`config.mk`:
```
export PLATFORM = sky130hd
export DESIGN_NAME = gmcp_queue
export DESIGN_NICKNAME = d
export VERILOG_FILES = /design/src/rtl/gmcp_queue.sv
export SDC_FILE = /design/constraint.sdc
export NUM_CORES = 1
export LEC_CHECK = 0
export ABC_AREA = 1
export BUFFER_PORTS_ARGS = -buffer_cell sky130_fd_sc_hd__clkbuf_2
export CAP_MARGIN = 40
export CORE_AREA = 2 2 39 41
export CTS_CLUSTER_SIZE = 8
export DETAILED_ROUTE_END_ITERATION = 8
export DIE_AREA = 0 0 41 43
export MAX_ROUTING_LAYER = met4
export PLACE_DENSITY = 0.5
export SYNTH_ARGS = -nofsm -noshare
export SYNTH_HDL_FRONTEND = slang
export SYNTH_SLANG_ARGS = --single-unit
```
`constraint.sdc`:
```
create_clock -name clk -period 2.3 [get_ports clk]
set_clock_uncertainty 0.2 [all_clocks]
set_input_delay 0.46 -clock clk [delete_from_list [all_inputs] [get_ports clk]]
set_output_delay 0.46 -clock clk [all_outputs]
set_load 0.05 [all_outputs]
```
`src/rtl/gmcp_queue.sv`:
```
module gmcp_queue #(
    parameter int W = 1
) (
    input  logic         clk,
    input  logic         rst_n,
    input  logic         push,
    input  logic [W-1:0] push_data,
    output logic         full,
    input  logic         pop,
    output logic         head_valid,
    output logic [W-1:0] head_data
);

    logic [W-1:0] slot_reg [2];
    logic         wr_ptr_reg;
    logic         rd_ptr_reg;
    logic [1:0]   count_reg;
    logic [1:0]   count_next;

    assign full       = (count_reg == 2'd2);
    assign head_valid = (count_reg != 2'd0);
    assign head_data  = slot_reg[rd_ptr_reg];

    always_comb
    begin
        count_next = count_reg;
        if (push && !pop)
            count_next = count_reg + 2'd1;
        else if (pop && !push)
            count_next = count_reg - 2'd1;
    end

    always_ff @(posedge clk or negedge rst_n)
    begin
        if (!rst_n)
        begin
            wr_ptr_reg <= 1'b0;
            rd_ptr_reg <= 1'b0;
            count_reg  <= 2'd0;
        end
        else
        begin
            count_reg <= count_next;
            if (push)
                wr_ptr_reg <= !wr_ptr_reg;
            if (pop)
                rd_ptr_reg <= !rd_ptr_reg;
        end
    end

    always_ff @(posedge clk)
    begin
        if (push)
            slot_reg[wr_ptr_reg] <= push_data;
    end

endmodule

```
==> flow_metrics.py, run 1 <==
metrics = {
    "global_route": {
        "grt_pass1_wl_um": 828,
        "grt_overall_usage_pct": 8.100,
        "grt.overflow.total": 0,
        "initial_antenna_violation_count": 0,
        "grt_start_max_net_pins": 5,
        "via_count_of_the_first_global_routing_pass": 199,
    },
    "cts": {
        "cts_setup_buffers": 0,
        "clock_tree.root_cell": "sky130_fd_sc_hd__clkbuf_4",
        "tritoncts_clock_tree": "done",
        "cts_inserted_buffers": 3,
        "clkLatencyLatePin_ps": 240,
        "clock_sinks": 6,
        "cts.clk_slew.worst_paths_ps": 50,
        "cts-root-to-sink-buffers": 2,
        "h_tree_lvls": 1,
    },
    "drt": {
        "drt_wl_total_um": 464,
        "initialDrtViolationCount": 4,
        "route.detailed.wl_per_inst_um": 8.286,
        "detail-route-antenna-nets": 0,
        "drtPass1Iterations": 4,
        "remaining_drc_errors": 0,
        "vias": 203,
        "post_drt_via_cell_ratio": 3.625,
    },
    "power_and_ir_drop": {
        "power-per-cell-area_nw_per_um2": 1361,
        "max-vdd-ir-drop_v": 0.0003661,
        "leakage_nw": 0.1957,
    },
    "floorplan": {
        "rows": 14,
        "die_area_um2": 1763,
        "pin_count": 8,
        "design.core.area_um2": 1384,
        "dieWidth_um": 41,
        "die-height_um": 43,
        "start_util_pct": 20.25,
    },
    "synth": {
        "yosysWarnings": 0,
        "synthCells": 28,
        "syn-cell-area_um2": 280.3,
        "synth_cell_types": 13,
        "syn-num-nets": 34,
        "synth.top_cells.by_area": "sky130_fd_sc_hd__dfrtp_1 (36%), sky130_fd_sc_hd__edfxtp_1 (21%), sky130_fd_sc_hd__inv_1 (8.0%)",
        "syn-mean-instance-area_um2": 10.01,
        "yosysSeqAreaShare_pct": 57.14,
        "ys_seq_elements": 6,
        "synth_top_cell_by_area": "sky130_fd_sc_hd__dfrtp_1",
        "synth.top_cell.area_share_pct": 35.71,
    },
    "sta": {
        "timing.final.hold_violations": 0,
        "timing.final.crit_period_ps": 1829,
        "slew_viol_final": 0,
        "setup_repair_after_global_routing_missed_its_margin": "false",
        "max_freq_mhz": 546.9,
        "timing.final.crit_share_pct": 79.51,
        "tightest_slew_ps": 279.2,
        "tns_ps": 0,
        "max-slew-margin-rel_pct": 81.47,
        "hold_ws_ps": 203.9,
        "final-setup-viol-count": 0,
    },
    "setup_path": {
        "cp_top_family": "flip-flops",
        "worst_setup_path_start_kind": "register",
        "crit_path_max_cell_delay_ps": 360,
        "required_ps": 1640,
        "timing.critical_path.fanout_max": 2,
        "critical_path_class": "reg2out",
        "data_arrival_time_at_the_worst_slack_endpoint_ps": 1170,
        "cp_cell_sequence": "mux2_2 > clkbuf_2",
        "slowest_stage": "sky130_fd_sc_hd__dfrtp_1",
        "critical_path.n_buffers_inverters": 1,
        "r2r_setup_slack_ps": 1280,
        "end_kind": "output port",
    },
    "placement": {
        "portbufs": 7,
        "place.gp.congestion": 0.7182,
        "post-dp-hpwl_um": 372.1,
    },
    "final_layout": {
        "layout-area-overhead-vs-synth_pct": 32.59,
        "num_antenna_cells": 0,
        "finalCoreUtilization_pct": 26.85,
        "final_nets": 47,
        "final_layout_size_suffix_gt1_share_pct": 32.50,
    },
    "status": {
        "run_status": "complete, no violations",
    },
    "min_path": {
        "min-delay-path-class": "in2reg",
    },
    "run": {
        "max-cap-violations": 0,
    },
}
==> path summary, 6_finish.rpt <==
| path | from | endpoint | cells after the start |
|---|---|---|---|
| max | rd_ptr_reg | head_data | 2 |
| min | push_data | slot_reg[0] | 1 |
| max reg2reg | wr_ptr_reg | slot_reg[0] | 1 |
| min reg2reg | count_reg[1] | count_reg[1] | 2 |
| max in group asynchronous | rst_n | count_reg[0] | 2 |
| min in group asynchronous | rst_n | wr_ptr_reg | 2 |
==> through the flow <==
| stage | instances | worst slack [ps] | area (um2) | power, mW |
|---|---|---|---|---|
| 6_report | 56 | 471.4 | 371.6 | 0.5059 |
| 5_1_grt | 56 | 421.7 | 371.6 | 0.5429 |
| 4_1_cts | 56 | 452.0 | 371.6 | 0.5152 |
| 3_5_place_dp | 51 | 719.7 | 335.3 | 0.4000 |
| 3_3_place_gp | 51 | 738.4 | 335.3 | 0.3962 |
| 2_1_floorplan | 28 | 565.9 | 280.3 | 0.3544 |
==> synth_stat cells <==
library cell and count:
sky130_fd_sc_hd__dfrtp_1 4, sky130_fd_sc_hd__edfxtp_1 2, sky130_fd_sc_hd__ha_1 1, sky130_fd_sc_hd__inv_1 6, sky130_fd_sc_hd__inv_2 1, sky130_fd_sc_hd__mux2_2 1
sky130_fd_sc_hd__nand2_1 5, sky130_fd_sc_hd__nand2_2 1, sky130_fd_sc_hd__nand3_1 1, sky130_fd_sc_hd__nand4_1 1, sky130_fd_sc_hd__nor2_1 2, sky130_fd_sc_hd__xnor2_1 1
sky130_fd_sc_hd__xor2_1 2
==> cell type report <==
| class | count | area, um2 |
|---|---|---|
| Fill cell | 161 | 1012 |
| Clock buffer | 4 | 26.28 |
| Sequential cell | 6 | 160.2 |
| Inverter | 7 | 26.28 |
| Tap cell | 16 | 20.02 |
| Multi-Input combinational cell | 15 | 93.84 |
| Timing Repair Buffer | 8 | 45.04 |
==> routing by layer <==
| metal | share of wire [%] | up-vias | GRT usage, % |
|---|---|---|---|
| met5 | 0 | - | - |
| met4 | 0 | 0 | 10.00 |
| met3 | 9.3 | 0 | 3.141 |
| met2 | 49 | 6 | 8.750 |
| met1 | 42 | 88 | 9.603 |
| li1 | - | 109 | - |
==> placed cells by master (no fill, tap or decap) <==
cell type,synthesis,final
sky130_fd_sc_hd__clkbuf_2,0,7
sky130_fd_sc_hd__inv_1,6,6
sky130_fd_sc_hd__nand2_1,5,5
sky130_fd_sc_hd__dfrtp_1,4,4
sky130_fd_sc_hd__clkbuf_4,0,3
sky130_fd_sc_hd__nor2_1,2,2
sky130_fd_sc_hd__xor2_1,2,2
sky130_fd_sc_hd__edfxtp_1,2,2
sky130_fd_sc_hd__mux2_2,1,1
sky130_fd_sc_hd__inv_2,1,1
sky130_fd_sc_hd__nand2_2,1,1
sky130_fd_sc_hd__nand3_1,1,1
sky130_fd_sc_hd__nand4_1,1,1
sky130_fd_sc_hd__xnor2_1,1,1
sky130_fd_sc_hd__ha_1,1,1
sky130_fd_sc_hd__clkbuf_1,0,1
sky130_fd_sc_hd__dlygate4sd3_1,0,1
==> report_power, final <==
| part | leakage [nW] | internal, mW | switching [mW] |
|---|---|---|---|
| Combinational | 0.115 | 0.0626 | 0.149 |
| Sequential | 0.0658 | 0.155 | 0.0314 |
| Clock | 0.0150 | 0.0660 | 0.0417 |
==> logic make-up (layout without fill, tap and decap cells) <==
logic type    after synthesis  count (layout)  synth area share (%)
xor+xnor                    3               3                 9.377
fa+ha+maj                   1               1                 4.464
buf+inv                     7              19                 9.373
flops                       6               6                 57.15
mux                         1               1                 4.018
simple gates               10              10                 15.63
==> timing repair <==
item	CTS	global route
resized for setup	0	0
hold buffers	1	0
hold endpoints to repair	4	0
(Power assumes the default switching activity.)
==> run 2, diff against run 1 <==
Settings changed: PLACE_DENSITY 0.5 to 0.51.
Clock period 2.3 ns to 1.6 ns, I/O delays scaled along.
==> run 2 against run 1 <==
Compared with the run above: the run now ends with negative setup slack left; clock power up 39%; critical path depth is the same; sequential share of layout area shrank 3.3 points; wire length is 0.65% lower; first-iteration DRC count is 50% lower; global-route usage is 0.31 points lower; sequential cell count unchanged; largest power group unchanged.
==> flow_metrics.py, run 2 (synthesis results as in run 1) <==
metrics = {
    "status": {
        "run_status": "complete, but fails checks",
        "violations_in_the_final_reports": "negative setup slack",
    },
    "sta": {
        "timing.final.hold_violations": 0,
        "tns_ps": -1.672,
        "finalWorstSetupSlack_ps": -1.672,
        "timing.final.crit_share_pct": 100.1,
        "final-setup-viol-count": 1,
        "tightest_slew_ps": 274.7,
        "max-slew-margin-rel_pct": 81.76,
        "max_freq_mhz": 624.3,
        "slew_viol_final": 0,
        "setup_repair_after_global_routing_missed_its_margin": "true",
        "timing.final.crit_period_ps": 1602,
        "hold_ws_ps": 67.06,
    },
    "setup_path": {
        "worst_r2r_startpoint": "rd_ptr_reg",
        "data_arrival_time_at_the_worst_slack_endpoint_ps": 1080,
        "required_ps": 1080,
        "slowest_stage": "sky130_fd_sc_hd__dfrtp_1",
        "critical_path_class": "reg2out",
        "worst_setup_path_start_kind": "register",
        "worstSetupStartpoint": "rd_ptr_reg",
        "end_kind": "output port",
        "cp_cell_sequence": "mux2_4 > buf_8",
        "crit_path_max_cell_delay_ps": 380,
        "timing.critical_path.fanout_max": 2,
    },
    "final_layout": {
        "final_layout_size_suffix_gt1_share_pct": 35.71,
        "layout.area.seq_um2": 160.2,
        "final_nets": 49,
        "finalCoreUtilization_pct": 29.11,
        "most-common-layout-cells": "sky130_fd_sc_hd__inv_1 (6), sky130_fd_sc_hd__nand2_1 (5), sky130_fd_sc_hd__clkbuf_2 (5), sky130_fd_sc_hd__clkbuf_4 (4), sky130_fd_sc_hd__dfrtp_1 (4)",
        "multiInputGateArea_um2": 97.59,
        "final_common_cell": "sky130_fd_sc_hd__inv_1",
        "layout-area-overhead-vs-synth_pct": 43.75,
        "num_antenna_cells": 0,
        "final.fill_count": 153,
    },
    "power_and_ir_drop": {
        "max-vdd-ir-drop_v": 0.0003860,
        "leakage_nw": 0.2132,
        "internal_power_mw": 0.4717,
        "comb_power_share_pct": 47.3,
        "switch_pwr_mw": 0.3241,
        "switching_share_pct": 40.73,
        "power.sequential.fraction_pct": 33.9,
        "pwr-share-clk_pct": 18.8,
        "total_power_mw": 0.7958,
        "power-per-cell-area_nw_per_um2": 1975,
    },
    "drt": {
        "drtPass1Iterations": 2,
        "detail-route-antenna-nets": 0,
        "drt_wl_total_um": 461,
        "remaining_drc_errors": 0,
        "post_drt_via_cell_ratio": 3.776,
        "route.detailed.wl_per_inst_um": 7.948,
        "vias": 219,
        "initialDrtViolationCount": 2,
    },
    "cts": {
        "cts.clk_slew.worst_paths_ps": 50,
        "tritoncts_clock_tree": "done",
        "clock_tree.root_cell": "sky130_fd_sc_hd__clkbuf_4",
        "cts-root-to-sink-buffers": 2,
        "h_tree_lvls": 1,
        "clock_sinks": 6,
        "cts_inserted_buffers": 3,
        "clkLatencyLatePin_ps": 240,
    },
    "global_route": {
        "grt_overall_usage_pct": 7.788,
        "grt_start_max_net_pins": 5,
        "initial_antenna_violation_count": 0,
        "via_count_of_the_first_global_routing_pass": 190,
        "grt_pass1_wl_um": 752,
        "grt.overflow.total": 0,
    },
    "placement": {
        "portbufs": 7,
        "place.gp.congestion": 0.6159,
        "post-dp-hpwl_um": 370.7,
        "placement_setup_slack_ps": 167.5,
    },
    "floorplan": {
        "die_area_um2": 1763,
        "pin_count": 8,
        "dieWidth_um": 41,
        "design.core.area_um2": 1384,
        "die-height_um": 43,
        "rows": 14,
        "start_util_pct": 20.25,
    },
    "min_path": {
        "hold_path_startpoint": "push_data",
        "min-delay-path-class": "in2reg",
    },
    "run": {
        "max-cap-violations": 0,
    },
}
[run 2: per-stage QoR]
stage                     area (um2)  std cells
after floorplan                280.3         28
after global placement         335.3         51
after detailed placement       335.3         51
after CTS                      391.6         57
after global routing           402.9         58
final                          402.9         58
[run 2: cell type report]
class	instances	area share, %
Inverter	7	6.522
Clock buffer	4	6.522
Timing Repair Buffer	10	18.01
Sequential cell	6	39.75
Tap cell	16	4.969
Multi-Input combinational cell	15	24.22
[run 2: timing repair]
action	in CTS	in global routing
hold buffers	1	0
pin swaps	0	0
setup endpoints to repair	1	2
buffers inserted	1	1
endpoints found under the hold margin	4	0
resized for setup	3	3
[run 2: power by group through the flow]
| stage | clock network [mW] | logic (mW) | registers, mW |
|---|---|---|---|
| final | 0.150 | 0.376 | 0.270 |
| after global routing | 0.173 | 0.405 | 0.277 |
| after CTS | 0.159 | 0.350 | 0.272 |
| after detailed placement | 0 | 0.303 | 0.274 |
| after global placement | 0 | 0.298 | 0.272 |
| after floorplan | 0 | 0.246 | 0.264 |
[run 2: per-layer routing]
metal  up-vias  part of all wire [%]  routed length [um]  global-route usage (%)
li1        113                     -                   -                       -
met1       100                    39                 182                   7.616
met2         4                    54                 248                   8.750
met3         2                   3.0                  14                   3.141
met4         0                   3.0                  14                   12.00
met5         -                     0                   0                       -
[run 2: worst max-delay path, delay by kind of cell, from the launching register on]
family                 cells  cell delay, ps
flip-flops                 1             380
multiplexers               1             310
buffers and inverters      1             150
[run 2: final timing paths]
kind	slack, ps	end	cells after the start
worst max-delay path	-2	head_data	2
worst min-delay path	70	slot_reg[1]	1
worst max register to register	500	rd_ptr_reg	3
worst min register to register	280	wr_ptr_reg	1
max in group asynchronous	860	count_reg[0]	2
min in group asynchronous	220	count_reg[1]	2
==> run 3, diff against run 2 <==
Settings changed: PLACE_DENSITY 0.51 to 0.5.
Clock period 1.6 ns to 1.68 ns, I/O delays scaled along.
==> run 3 against run 2 <==
Compared with the run above: the run now ends clean; final area shrank 4.3%; hold slack improved by 13 ps; sequential power decreased by 4%; critical path type unchanged; critical endpoint unchanged; largest power group unchanged.
==> flow_metrics.py, run 3 (synthesis results as in run 1) <==
metrics = {
    "status": {
        "run_status": "complete, no violations",
    },
    "global_route": {
        "grt_overall_usage_pct": 8.100,
        "grt_pass1_wl_um": 828,
        "initial_antenna_violation_count": 0,
        "grt.overflow.total": 0,
        "via_count_of_the_first_global_routing_pass": 199,
        "grt_start_max_net_pins": 5,
    },
    "final_layout": {
        "most-common-layout-cells": "sky130_fd_sc_hd__inv_1 (6), sky130_fd_sc_hd__clkbuf_2 (6), sky130_fd_sc_hd__nand2_1 (5), sky130_fd_sc_hd__dfrtp_1 (4), sky130_fd_sc_hd__clkbuf_4 (3)",
        "num_antenna_cells": 0,
        "final_nets": 47,
        "final_layout_size_suffix_gt1_share_pct": 32.50,
        "layout-area-overhead-vs-synth_pct": 37.50,
    },
    "min_path": {
        "hold_path_startpoint": "push_data",
        "hold_end": "slot_reg[0]",
        "min-delay-path-class": "in2reg",
        "worst_hold_path.num_cells": 1,
    },
    "cts": {
        "tritoncts_clock_tree": "done",
        "cts_setup_buffers": 0,
        "clkLatencyLatePin_ps": 240,
        "h_tree_lvls": 1,
        "cts.clk_slew.worst_paths_ps": 50,
        "clock_sinks": 6,
        "cts_inserted_buffers": 3,
        "cts-root-to-sink-buffers": 2,
        "clock_tree.root_cell": "sky130_fd_sc_hd__clkbuf_4",
    },
    "sta": {
        "max_freq_mhz": 610.7,
        "timing.final.hold_violations": 0,
        "tightest_slew_ps": 274.8,
        "slew_viol_final": 0,
        "timing.final.crit_share_pct": 97.46,
        "setup_repair_after_global_routing_missed_its_margin": "false",
        "timing.final.crit_period_ps": 1637,
        "tns_ps": 0,
        "max-slew-margin-rel_pct": 81.76,
        "final-setup-viol-count": 0,
    },
    "drt": {
        "initialDrtViolationCount": 4,
        "post_drt_via_cell_ratio": 3.589,
        "remaining_drc_errors": 0,
        "detail-route-antenna-nets": 0,
        "vias": 201,
        "route.detailed.wl_per_inst_um": 8.196,
        "drtPass1Iterations": 4,
        "drt_wl_total_um": 459,
    },
    "floorplan": {
        "start_util_pct": 20.25,
        "design.core.area_um2": 1384,
        "pin_count": 8,
        "die-height_um": 43,
        "dieWidth_um": 41,
        "die_area_um2": 1763,
        "rows": 14,
    },
    "setup_path": {
        "cp_top_family": "flip-flops",
        "endpoint_of_the_lowest_slack_register_to_register_path": "slot_reg[0]",
        "critical_path.n_buffers_inverters": 1,
        "slowest_stage": "sky130_fd_sc_hd__dfrtp_1",
        "worst_r2r_startpoint": "wr_ptr_reg",
        "r2r_setup_slack_ps": 660,
        "cp_cell_sequence": "mux2_4 > buf_8",
        "worst_setup_path_start_kind": "register",
        "crit_path_max_cell_delay_ps": 390,
        "critical_path_class": "reg2out",
        "timing.critical_path.fanout_max": 2,
        "end_kind": "output port",
        "data_arrival_time_at_the_worst_slack_endpoint_ps": 1100,
        "worstRegToRegCells": 1,
        "required_ps": 1140,
    },
    "placement": {
        "post-dp-hpwl_um": 372.1,
        "portbufs": 7,
        "place.gp.congestion": 0.7181,
    },
    "power_and_ir_drop": {
        "switch_pwr_mw": 0.3103,
        "total_power_mw": 0.7255,
        "internal_power_mw": 0.4152,
        "switching_share_pct": 42.77,
        "comb_power_share_pct": 44.2,
        "leakage_nw": 0.2033,
        "power-per-cell-area_nw_per_um2": 1883,
        "max-vdd-ir-drop_v": 0.0005014,
        "power.sequential.fraction_pct": 35.5,
        "pwr-share-clk_pct": 20.3,
    },
    "run": {
        "max-cap-violations": 0,
    },
}
[run 3: cell types whose count changed in the layout (fill, tap and decap cells not counted)]
| cell | previous run | this run |
|---|---|---|
| sky130_fd_sc_hd__buf_4 | 2 | 0 |
| sky130_fd_sc_hd__clkbuf_2 | 5 | 6 |
| sky130_fd_sc_hd__clkbuf_4 | 4 | 3 |
[run 3: per-stage QoR]
step | instances | utilization (%) | worst slack (ps) | hold slack (ps) | cell area, um2
finish | 56 | 27.85 | 42.67 | 79.83 | 385.4
global route | 56 | 27.85 | 7.114 | 65.72 | 385.4
CTS | 56 | 27.49 | 6.463 | 71.51 | 380.4
detailed placement | 51 | 24.23 | 223.7 | -50.63 | 335.3
global placement | 51 | 24.23 | 242.4 | -50.32 | 335.3
floorplan | 28 | - | 69.89 | -159.6 | 280.3
[run 3: timing repair]
item | in CTS | in global routing
hold buffers | 1 | 0
hold endpoints to repair | 4 | 0
gates resized for setup | 2 | 2
setup endpoints to repair | 1 | 1
[run 3: power groups by stage]
stage	sequential [mW]	clock [mW]	combinational [mW]
after detailed placement	0.259	0	0.288
after global routing	0.267	0.167	0.343
after floorplan	0.251	0	0.234
final	0.258	0.147	0.320
after global placement	0.259	0	0.283
after CTS	0.257	0.156	0.309
[run 3: routing by layer]
| layer | global-route usage (%) | vias to the layer above | part of all wire [%] |
|---|---|---|---|
| met4 | 10.00 | 0 | 0 |
| li1 | - | 109 | - |
| met5 | - | - | 0 |
| met2 | 8.750 | 6 | 49 |
| met1 | 9.603 | 86 | 43 |
| met3 | 3.141 | 0 | 8.1 |
[run 3: cell type report]
class | count | area, um2
clock buffer | 4 | 26.28
tap | 16 | 20.02
sequential | 6 | 160.2
fill | 161 | 998.5
inverter | 7 | 26.28
timing repair buffer | 8 | 55.05
multi-input combinational | 15 | 97.59
[run 3: how the worst max path moves through the flow]
stage                       from   endpoint  cells past startpoint
finish                rd_ptr_reg  head_data                      2
global placement      rd_ptr_reg  head_data                      2
detailed placement    rd_ptr_reg  head_data                      2
floorplan           count_reg[0]       full                      1
global route          rd_ptr_reg  head_data                      2
CTS                   rd_ptr_reg  head_data                      2
